[src/sv/shabc_pkg.sv]
`timescale 1ns / 1ps
// shared types, codes, round constants and helper functions of the sha-256 compressor
package shabc_pkg;

  localparam int unsigned WordW   = 32;
  localparam int unsigned ChainN  = 8;
  localparam int unsigned WinN    = 16;
  localparam int unsigned RoundN  = 64;

  localparam logic [1:0] OP_WRITE_CHAIN = 2'd0;
  localparam logic [1:0] OP_MESSAGE     = 2'd1;
  localparam logic [1:0] OP_READ        = 2'd2;

  typedef logic [WordW-1:0] word_t;

  typedef struct packed {
    logic msg_shift;
    logic init;
    logic round;
  } shabc_ctrl_t;

  function automatic word_t rotr(input word_t x, input int unsigned n);
    rotr = (x >> n) | (x << (WordW - n));
  endfunction

  function automatic word_t big_sigma0(input word_t x);
    big_sigma0 = rotr(x, 2) ^ rotr(x, 13) ^ rotr(x, 22);
  endfunction

  function automatic word_t big_sigma1(input word_t x);
    big_sigma1 = rotr(x, 6) ^ rotr(x, 11) ^ rotr(x, 25);
  endfunction

  function automatic word_t small_sigma0(input word_t x);
    small_sigma0 = rotr(x, 7) ^ rotr(x, 18) ^ (x >> 3);
  endfunction

  function automatic word_t small_sigma1(input word_t x);
    small_sigma1 = rotr(x, 17) ^ rotr(x, 19) ^ (x >> 10);
  endfunction

  function automatic word_t byte_reverse(input word_t x);
    byte_reverse = {x[7:0], x[15:8], x[23:16], x[31:24]};
  endfunction

  function automatic word_t round_k(input logic [5:0] i);
    word_t k;
    case (i)
      6'd0:  k = 32'h428a2f98;  6'd1:  k = 32'h71374491;
      6'd2:  k = 32'hb5c0fbcf;  6'd3:  k = 32'he9b5dba5;
      6'd4:  k = 32'h3956c25b;  6'd5:  k = 32'h59f111f1;
      6'd6:  k = 32'h923f82a4;  6'd7:  k = 32'hab1c5ed5;
      6'd8:  k = 32'hd807aa98;  6'd9:  k = 32'h12835b01;
      6'd10: k = 32'h243185be;  6'd11: k = 32'h550c7dc3;
      6'd12: k = 32'h72be5d74;  6'd13: k = 32'h80deb1fe;
      6'd14: k = 32'h9bdc06a7;  6'd15: k = 32'hc19bf174;
      6'd16: k = 32'he49b69c1;  6'd17: k = 32'hefbe4786;
      6'd18: k = 32'h0fc19dc6;  6'd19: k = 32'h240ca1cc;
      6'd20: k = 32'h2de92c6f;  6'd21: k = 32'h4a7484aa;
      6'd22: k = 32'h5cb0a9dc;  6'd23: k = 32'h76f988da;
      6'd24: k = 32'h983e5152;  6'd25: k = 32'ha831c66d;
      6'd26: k = 32'hb00327c8;  6'd27: k = 32'hbf597fc7;
      6'd28: k = 32'hc6e00bf3;  6'd29: k = 32'hd5a79147;
      6'd30: k = 32'h06ca6351;  6'd31: k = 32'h14292967;
      6'd32: k = 32'h27b70a85;  6'd33: k = 32'h2e1b2138;
      6'd34: k = 32'h4d2c6dfc;  6'd35: k = 32'h53380d13;
      6'd36: k = 32'h650a7354;  6'd37: k = 32'h766a0abb;
      6'd38: k = 32'h81c2c92e;  6'd39: k = 32'h92722c85;
      6'd40: k = 32'ha2bfe8a1;  6'd41: k = 32'ha81a664b;
      6'd42: k = 32'hc24b8b70;  6'd43: k = 32'hc76c51a3;
      6'd44: k = 32'hd192e819;  6'd45: k = 32'hd6990624;
      6'd46: k = 32'hf40e3585;  6'd47: k = 32'h106aa070;
      6'd48: k = 32'h19a4c116;  6'd49: k = 32'h1e376c08;
      6'd50: k = 32'h2748774c;  6'd51: k = 32'h34b0bcb5;
      6'd52: k = 32'h391c0cb3;  6'd53: k = 32'h4ed8aa4a;
      6'd54: k = 32'h5b9cca4f;  6'd55: k = 32'h682e6ff3;
      6'd56: k = 32'h748f82ee;  6'd57: k = 32'h78a5636f;
      6'd58: k = 32'h84c87814;  6'd59: k = 32'h8cc70208;
      6'd60: k = 32'h90befffa;  6'd61: k = 32'ha4506ceb;
      6'd62: k = 32'hbef9a3f7;  default: k = 32'hc67178f2;
    endcase
    round_k = k;
  endfunction

endpackage

[src/sv/sha256_block_compressor_unit.sv]
`timescale 1ns / 1ps
// top level of the sha-256 compressor: sequencer, chaining words and readout
//
// channel   direction  transfer when         payload
// in_*      input      in_valid & !in_stall  operation, data_word, chain_index
// out_*     output     out_valid & !out_stall digest_word, digest_index, last_word
// cfg_*     input      cfg_wr_en             byte_swap
//
// chaining word writes and message words are taken only while the sequencer is idle
// the sixteenth message word starts the rounds in S_ROUND, followed by the add in S_FINAL
// a readout gives 8 transfers, each held back under out_stall
// rst_n clears chaining words, word count and sequencer and sets byte_swap
module sha256_block_compressor_unit (
  input  logic        clk,
  input  logic        rst_n,
  input  logic        in_valid,
  output logic        in_stall,
  input  logic [1:0]  in_operation,
  input  logic [31:0] in_data_word,
  input  logic [2:0]  in_chain_index,
  output logic        out_valid,
  input  logic        out_stall,
  output logic [31:0] out_digest_word,
  output logic [2:0]  out_digest_index,
  output logic        out_last_word,
  input  logic        cfg_wr_en,
  input  logic        cfg_wr_data
);

  typedef enum logic [1:0] {S_IDLE, S_ROUND, S_FINAL, S_READ} state_t;

  state_t                 state_r;
  logic                   byte_swap_r;
  logic [3:0]             word_cnt_r;
  logic [5:0]             round_r;
  logic                   out_valid_r;
  logic [2:0]             out_index_r;
  logic                   out_last_r;
  shabc_pkg::word_t       out_word_r;
  shabc_pkg::word_t       chain_r [shabc_pkg::ChainN];
  shabc_pkg::word_t       work    [shabc_pkg::ChainN];
  shabc_pkg::shabc_ctrl_t ctrl;
  shabc_pkg::word_t       msg_word;
  logic                   in_xfer;
  logic                   out_xfer;
  logic [2:0]             next_index;

  assign in_stall = (state_r != S_IDLE);
  assign in_xfer  = in_valid && !in_stall;
  assign out_xfer = out_valid_r && !out_stall;
  assign msg_word = byte_swap_r ? shabc_pkg::byte_reverse(in_data_word) : in_data_word;
  assign next_index = out_index_r + 3'd1;

  always_comb begin
    ctrl.msg_shift = in_xfer && (in_operation == shabc_pkg::OP_MESSAGE);
    ctrl.init      = ctrl.msg_shift && (word_cnt_r == 4'd15);
    ctrl.round     = (state_r == S_ROUND);
  end

  shabc_core u_core (
    .clk      (clk),
    .ctrl     (ctrl),
    .msg_in   (msg_word),
    .k_in     (shabc_pkg::round_k(round_r)),
    .chain_in (chain_r),
    .work_out (work)
  );

  always_ff @(posedge clk) begin
    if (!rst_n) begin
      byte_swap_r <= 1'b1;
    end else if (cfg_wr_en) begin
      byte_swap_r <= cfg_wr_data;
    end
  end

  always_ff @(posedge clk) begin
    if (!rst_n) begin
      state_r     <= S_IDLE;
      word_cnt_r  <= '0;
      round_r     <= '0;
      out_valid_r <= 1'b0;
      out_index_r <= '0;
      out_last_r  <= 1'b0;
      for (int i = 0; i < shabc_pkg::ChainN; i++) begin
        chain_r[i] <= '0;
      end
    end else begin
      unique case (state_r)
        S_IDLE: begin
          if (in_xfer) begin
            unique case (in_operation)
              shabc_pkg::OP_WRITE_CHAIN: begin
                chain_r[in_chain_index] <= in_data_word;
              end
              shabc_pkg::OP_MESSAGE: begin
                word_cnt_r <= word_cnt_r + 4'd1;
                if (word_cnt_r == 4'd15) begin
                  round_r <= '0;
                  state_r <= S_ROUND;
                end
              end
              shabc_pkg::OP_READ: begin
                out_valid_r <= 1'b1;
                out_index_r <= '0;
                out_last_r  <= 1'b0;
                out_word_r  <= chain_r[0];
                state_r     <= S_READ;
              end
              default: begin
              end
            endcase
          end
        end
        S_ROUND: begin
          round_r <= round_r + 6'd1;
          if (round_r == 6'd63) begin
            state_r <= S_FINAL;
          end
        end
        S_FINAL: begin
          for (int i = 0; i < shabc_pkg::ChainN; i++) begin
            chain_r[i] <= chain_r[i] + work[i];
          end
          state_r <= S_IDLE;
        end
        S_READ: begin
          if (out_xfer) begin
            if (out_last_r) begin
              out_valid_r <= 1'b0;
              state_r     <= S_IDLE;
            end else begin
              out_index_r <= next_index;
              out_last_r  <= (next_index == 3'd7);
              out_word_r  <= chain_r[next_index];
            end
          end
        end
        default: begin
          state_r <= S_IDLE;
        end
      endcase
    end
  end

  assign out_valid        = out_valid_r;
  assign out_digest_word  = out_word_r;
  assign out_digest_index = out_index_r;
  assign out_last_word    = out_last_r;

  a_no_input_during_readout: assert property (@(posedge clk) disable iff (!rst_n)
    out_valid_r |-> in_stall)
    else $error("input accepted during readout");

  a_last_ends_run: assert property (@(posedge clk) disable iff (!rst_n)
    (out_valid_r && !out_stall && out_last_r) |=> !out_valid_r)
    else $error("readout continues after last word");

  a_index_steps: assert property (@(posedge clk) disable iff (!rst_n)
    (out_valid_r && !out_stall && !out_last_r) |=>
      (out_valid_r && out_index_r == $past(out_index_r) + 3'd1))
    else $error("readout index did not advance");

  a_last_on_seven: assert property (@(posedge clk) disable iff (!rst_n)
    out_valid_r |-> (out_last_r == (out_index_r == 3'd7)))
    else $error("last mark out of place");

endmodule

[src/sv/shabc_core.sv]
`timescale 1ns / 1ps
// message window with on-the-fly schedule expansion and the shared round datapath
module shabc_core (
  input  logic                 clk,
  input  shabc_pkg::shabc_ctrl_t ctrl,
  input  shabc_pkg::word_t     msg_in,
  input  shabc_pkg::word_t     k_in,
  input  shabc_pkg::word_t     chain_in [shabc_pkg::ChainN],
  output shabc_pkg::word_t     work_out [shabc_pkg::ChainN]
);

  shabc_pkg::word_t w_r [shabc_pkg::WinN];
  shabc_pkg::word_t v_r [shabc_pkg::ChainN];
  shabc_pkg::word_t w_new;
  shabc_pkg::word_t t1;
  shabc_pkg::word_t t2;
  shabc_pkg::word_t ch;
  shabc_pkg::word_t maj;

  always_comb begin
    w_new = shabc_pkg::small_sigma1(w_r[14]) + w_r[9]
          + shabc_pkg::small_sigma0(w_r[1]) + w_r[0];
    ch    = (v_r[4] & v_r[5]) ^ (~v_r[4] & v_r[6]);
    maj   = (v_r[0] & v_r[1]) ^ (v_r[0] & v_r[2]) ^ (v_r[1] & v_r[2]);
    t1    = v_r[7] + shabc_pkg::big_sigma1(v_r[4]) + ch + k_in + w_r[0];
    t2    = shabc_pkg::big_sigma0(v_r[0]) + maj;
  end

  always_ff @(posedge clk) begin
    if (ctrl.msg_shift || ctrl.round) begin
      for (int i = 0; i < shabc_pkg::WinN - 1; i++) begin
        w_r[i] <= w_r[i+1];
      end
      w_r[shabc_pkg::WinN-1] <= ctrl.round ? w_new : msg_in;
    end
    if (ctrl.init) begin
      for (int i = 0; i < shabc_pkg::ChainN; i++) begin
        v_r[i] <= chain_in[i];
      end
    end else if (ctrl.round) begin
      v_r[7] <= v_r[6];
      v_r[6] <= v_r[5];
      v_r[5] <= v_r[4];
      v_r[4] <= v_r[3] + t1;
      v_r[3] <= v_r[2];
      v_r[2] <= v_r[1];
      v_r[1] <= v_r[0];
      v_r[0] <= t1 + t2;
    end
  end

  assign work_out = v_r;

endmodule

[config.mk]
export PLATFORM = sky130hd
export DESIGN_NAME = sha256_block_compressor_unit
export DESIGN_NICKNAME = d
export VERILOG_FILES = /design/src/sv/shabc_pkg.sv /design/src/sv/sha256_block_compressor_unit.sv /design/src/sv/shabc_core.sv
export SDC_FILE = /design/constraint.sdc
export NUM_CORES = 2
export LEC_CHECK = 0
export ABC_AREA = 0
export ABC_CLOCK_PERIOD_IN_PS = 59100
export BUFFER_PORTS_ARGS = -buffer_cell sky130_fd_sc_hd__buf_2
export CAP_MARGIN = 10
export CORE_MARGIN = 3
export CORE_UTILIZATION = 32
export DETAILED_ROUTE_END_ITERATION = 6
export HOLD_SLACK_MARGIN = 0.06
export PLACE_DENSITY = 0.46
export RECOVER_POWER = 50
export SETUP_SLACK_MARGIN = 0.2
export SYNTH_ARGS = -nofsm -noshare
export SYNTH_HDL_FRONTEND = slang
export SYNTH_SLANG_ARGS = --single-unit
[constraint.sdc]
create_clock -name clk -period 59.1 [get_ports clk]
set_input_delay 8.865 -clock clk [delete_from_list [all_inputs] [get_ports clk]]
set_output_delay 8.865 -clock clk [all_outputs]
set_load 0.005 [all_outputs]
==> results.md <==
* Die Y at 475 um
* MaxCap Viol Count at 16
* Final Cycle Share at 0.302
* Core region area at 0.218 mm2
* Worst path slowest cell: clkbuf_1
* Final setup viols at 0
* Critical Path Start: in_operation[1]
* Critical path data arrival time at about 19000 ps
* Worst hold path type: reg2reg
* CP endpoint: u_core.k_in[22]$_DFF_P_
* Measured slew at the worst slew-check pin at between 7000 and 8000 ps
* Register-to-register setup slack at 48800 ps
* CTS tree: done
* CTS root buffer: clkbuf_16
* Top post-synthesis cells by area: edfxtp_1, dfxtp_1, ha_1
* Layout cells sized above 1 at 0.0733
* Ports at 81
* Worst Skew at just over 40 ps
* Reg-to-Reg End: u_core.k_in[22]$_DFF_P_
* Post-synth EDFFs at 800
* Slew headroom at -4.06
* Post-synth top area cell: edfxtp_1
* Final Slew Violations at 731
* Hold Fails Final Rpt at 0
* Status: finished with violations
* NumNets Final at 7406
* Delay-heaviest family, CP: buffers and inverters
* Clock slew at reported path FFs at 60 ps
* Total CTS buffers at 140
* Setup TNS at 0 ps
* PostCTS Resize Cnt at 0
* Hold-fix buffers at CTS at 0
* Die Area at 0.225 mm2
* Warnings, synthesis at 0
* Reg2Reg Depth at 13
* Sequential share of the synthesized area at 0.429
* CP bufs+invs at 5
* Main flop type after synthesis: edfxtp_1
* Reg-to-reg critical path startpoint: state_r[1]$_SDFFE_PN0P_
* Vias per inst at 5.40
* CP startpoint kind: input port
* # Post-CTS Setup Buffers at 0
* Skew-Pair Late Insertion Delay at 810 ps
* Share of the synthesized area in the top cell type at 0.342
* Max Freq at around 56 MHz
* DRT Wirelength at around 250 mm
* Post-route ant nets at 0
* First drt pass iteration count at 6
* CP max stage delay at 5250 ps
* Gr usage total at 0.221
* Avg Cell Area, Syn at ~10 um2
* Post-synthesis cell type count at 88
* Unrepaired setup endpoints after global routing: false
* Synthesis-stage register bit count at 1106
* Vias in the first global route at around 52000
* Hpwl dp at 188 mm
* Crit Path Max Fanout at approximately 130
* Die width at 475 um
* H-tree Lvls at 4
* Kind of critical path: in2reg
* Post-route DRC at 0
* Clock sink count at approximately 1100
* Crit path depth at 14
* Synth Cell Area at roughly 0.070 mm2
* Drt initial violations at between 4000 and 5000
* Overflow after GRT at 0
* Crit-path cells: clkbuf_1, nand3b_1, nor3_2, clkbuf_1, nor2_1, nand2_1, buf_4, inv_2, buf_4, nand2_1, o21ai_0, nand2_1, o21ai_0, mux4_2
* First-pass GRT wire length at 365 mm
* Async S/R FF share, synth at 0
* # rows at 171
* Average routed wire per standard cell at 26.0 um
* Worst path required time at 59790 ps
* IO Port Bufs at 80
* Area grow syn2layout at 11.2%
* Largest net degree at the start of global routing at 134
* Crit end category: flip-flop
* CP most frequent cell: nand2_1
* GPL Wtd Cong at between 0.9 and 1
* Max clock buf depth at 3
* Net count after synthesis at 7469
* Violated checks: max-capacitance violations, max-slew violations
* Vias at 52600
* Initial antenna violation count at 11
* Minimum clock period at approximately 18000 ps
* Synth Instances at 6836
* Initial core utilization at 0.323
stage by stage:
step                      std cells  setup slack (ps)  instance area [um2]  hold WS, ps   util
after floorplan                6836             23930                70300          400      -
after global placement         9485             45470                73700          400  0.338
after detailed placement       9485             45570                73700          405  0.338
after CTS                      9744             46470                78300          400  0.360
after global routing           9745             40550                78200          404  0.359
final                          9745             41260                78200          403  0.359
final cells by class:
| cell class | instances | area, um2 |
|---|---|---|
| Tap cell | 2854 | 3570 |
| Fill cell | 21800 | 140000 |
| Clock inverter | 72 | 808 |
| Sequential cell | 1106 | 30200 |
| Timing Repair Buffer | 172 | 1030 |
| Multi-Input combinational cell | 5072 | 37800 |
| Clock buffer | 187 | 3790 |
| Inverter | 281 | 1060 |
| Antenna cell | 1 | 2.50 |
cells by family (layout without fill, tap and decap cells):
logic type / count (synthesis) / in the layout / share of synthesized area
compound gates: 1633 / 1633 / 0.151
xor+xnor: 575 / 575 / 0.0716
fa+ha+maj: 612 / 612 / 0.129
buf+inv: 658 / 712 / 0.0354
flops: 1106 / 1106 / 0.429
mux: 407 / 407 / 0.0706
other cells: 0 / 1 / 0
simple gates: 1845 / 1845 / 0.113
flip-flops by register name (all words and copies together), names as in the netlist:
signal,count
u_core.w_r,512
chain_r,256
u_core.work_out,256
out_digest_word,32
u_core.k_in,32
round_r,6
word_cnt_r,4
out_digest_index,3
state_r,2
byte_swap_r,1
out_last_word,1
out_valid,1
metal layers:
layer,wire length [um],vias to the layer above,GRT usage
li1,-,24500,-
met1,116000,26400,0.304
met2,117000,1365,0.357
met3,10600,345,0.0264
met4,10200,0,0.0793
met5,0,-,0
layout by cell type, fill, tap and decap left out, types with 48 or more instances in the layout:
cell,Yosys,layout
nand2_1,1018,1015
fa_1,195,195
o21a_1,60,60
ha_1,395,394
and3_1,48,48
nor3_1,81,79
o22ai_1,53,53
nand3_1,83,82
a211oi_1,107,107
o211a_1,90,90
edfxtp_1,800,800
xnor2_1,408,408
buf_4,0,76
a31oi_1,57,57
xor2_1,167,166
mux2_2,62,60
clkbuf_1,322,93
mux2i_1,280,280
inv_1,272,273
nand2b_1,62,61
nor2_1,362,358
a21oi_1,421,420
a21o_1,164,164
dfxtp_1,306,305
o21ai_0,350,352
mux4_2,65,65
nor2b_1,56,55
clkbuf_16,0,141
synthesized netlist by cell type (46+ instances only):
master / count
o22ai_1: 53
xor2_1: 167
o211a_1: 90
a31oi_1: 57
inv_1: 272
a211oi_1: 107
o21bai_1: 46
ha_1: 395
nor2_1: 362
o21ai_0: 350
clkbuf_1: 322
dfxtp_1: 306
edfxtp_1: 800
nor2b_1: 56
mux4_2: 65
and3_1: 48
xnor2_1: 408
fa_1: 195
nor3_1: 81
mux2i_1: 280
mux2_2: 62
nand2_1: 1018
o21a_1: 60
nand2b_1: 62
nand3_1: 83
a21oi_1: 421
a21o_1: 164
how the worst min path moves through the flow:
stage | start | endpoint | slack, ps | cells past startpoint
finish | u_core.w_r[3][63]$_DFFE_PP_ | u_core.w_r[3][31]$_DFFE_PP_ | 400 | 0
global route | u_core.w_r[3][63]$_DFFE_PP_ | u_core.w_r[3][31]$_DFFE_PP_ | 400 | 0
CTS | u_core.w_r[3][8]$_DFFE_PP_ | u_core.w_r[2][40]$_DFFE_PP_ | 400 | 0
detailed placement | u_core.w_r[1][1]$_DFFE_PP_ | u_core.w_r[0][33]$_DFFE_PP_ | 400 | 0
global placement | u_core.w_r[4][17]$_DFFE_PP_ | u_core.w_r[3][49]$_DFFE_PP_ | 400 | 0
floorplan | u_core.w_r[1][0]$_DFFE_PP_ | u_core.w_r[0][32]$_DFFE_PP_ | 400 | 0
Power is left out: the tool's default activity adds up to more than one toggle a clock period on the data nets, which glitch-free logic cannot reach.
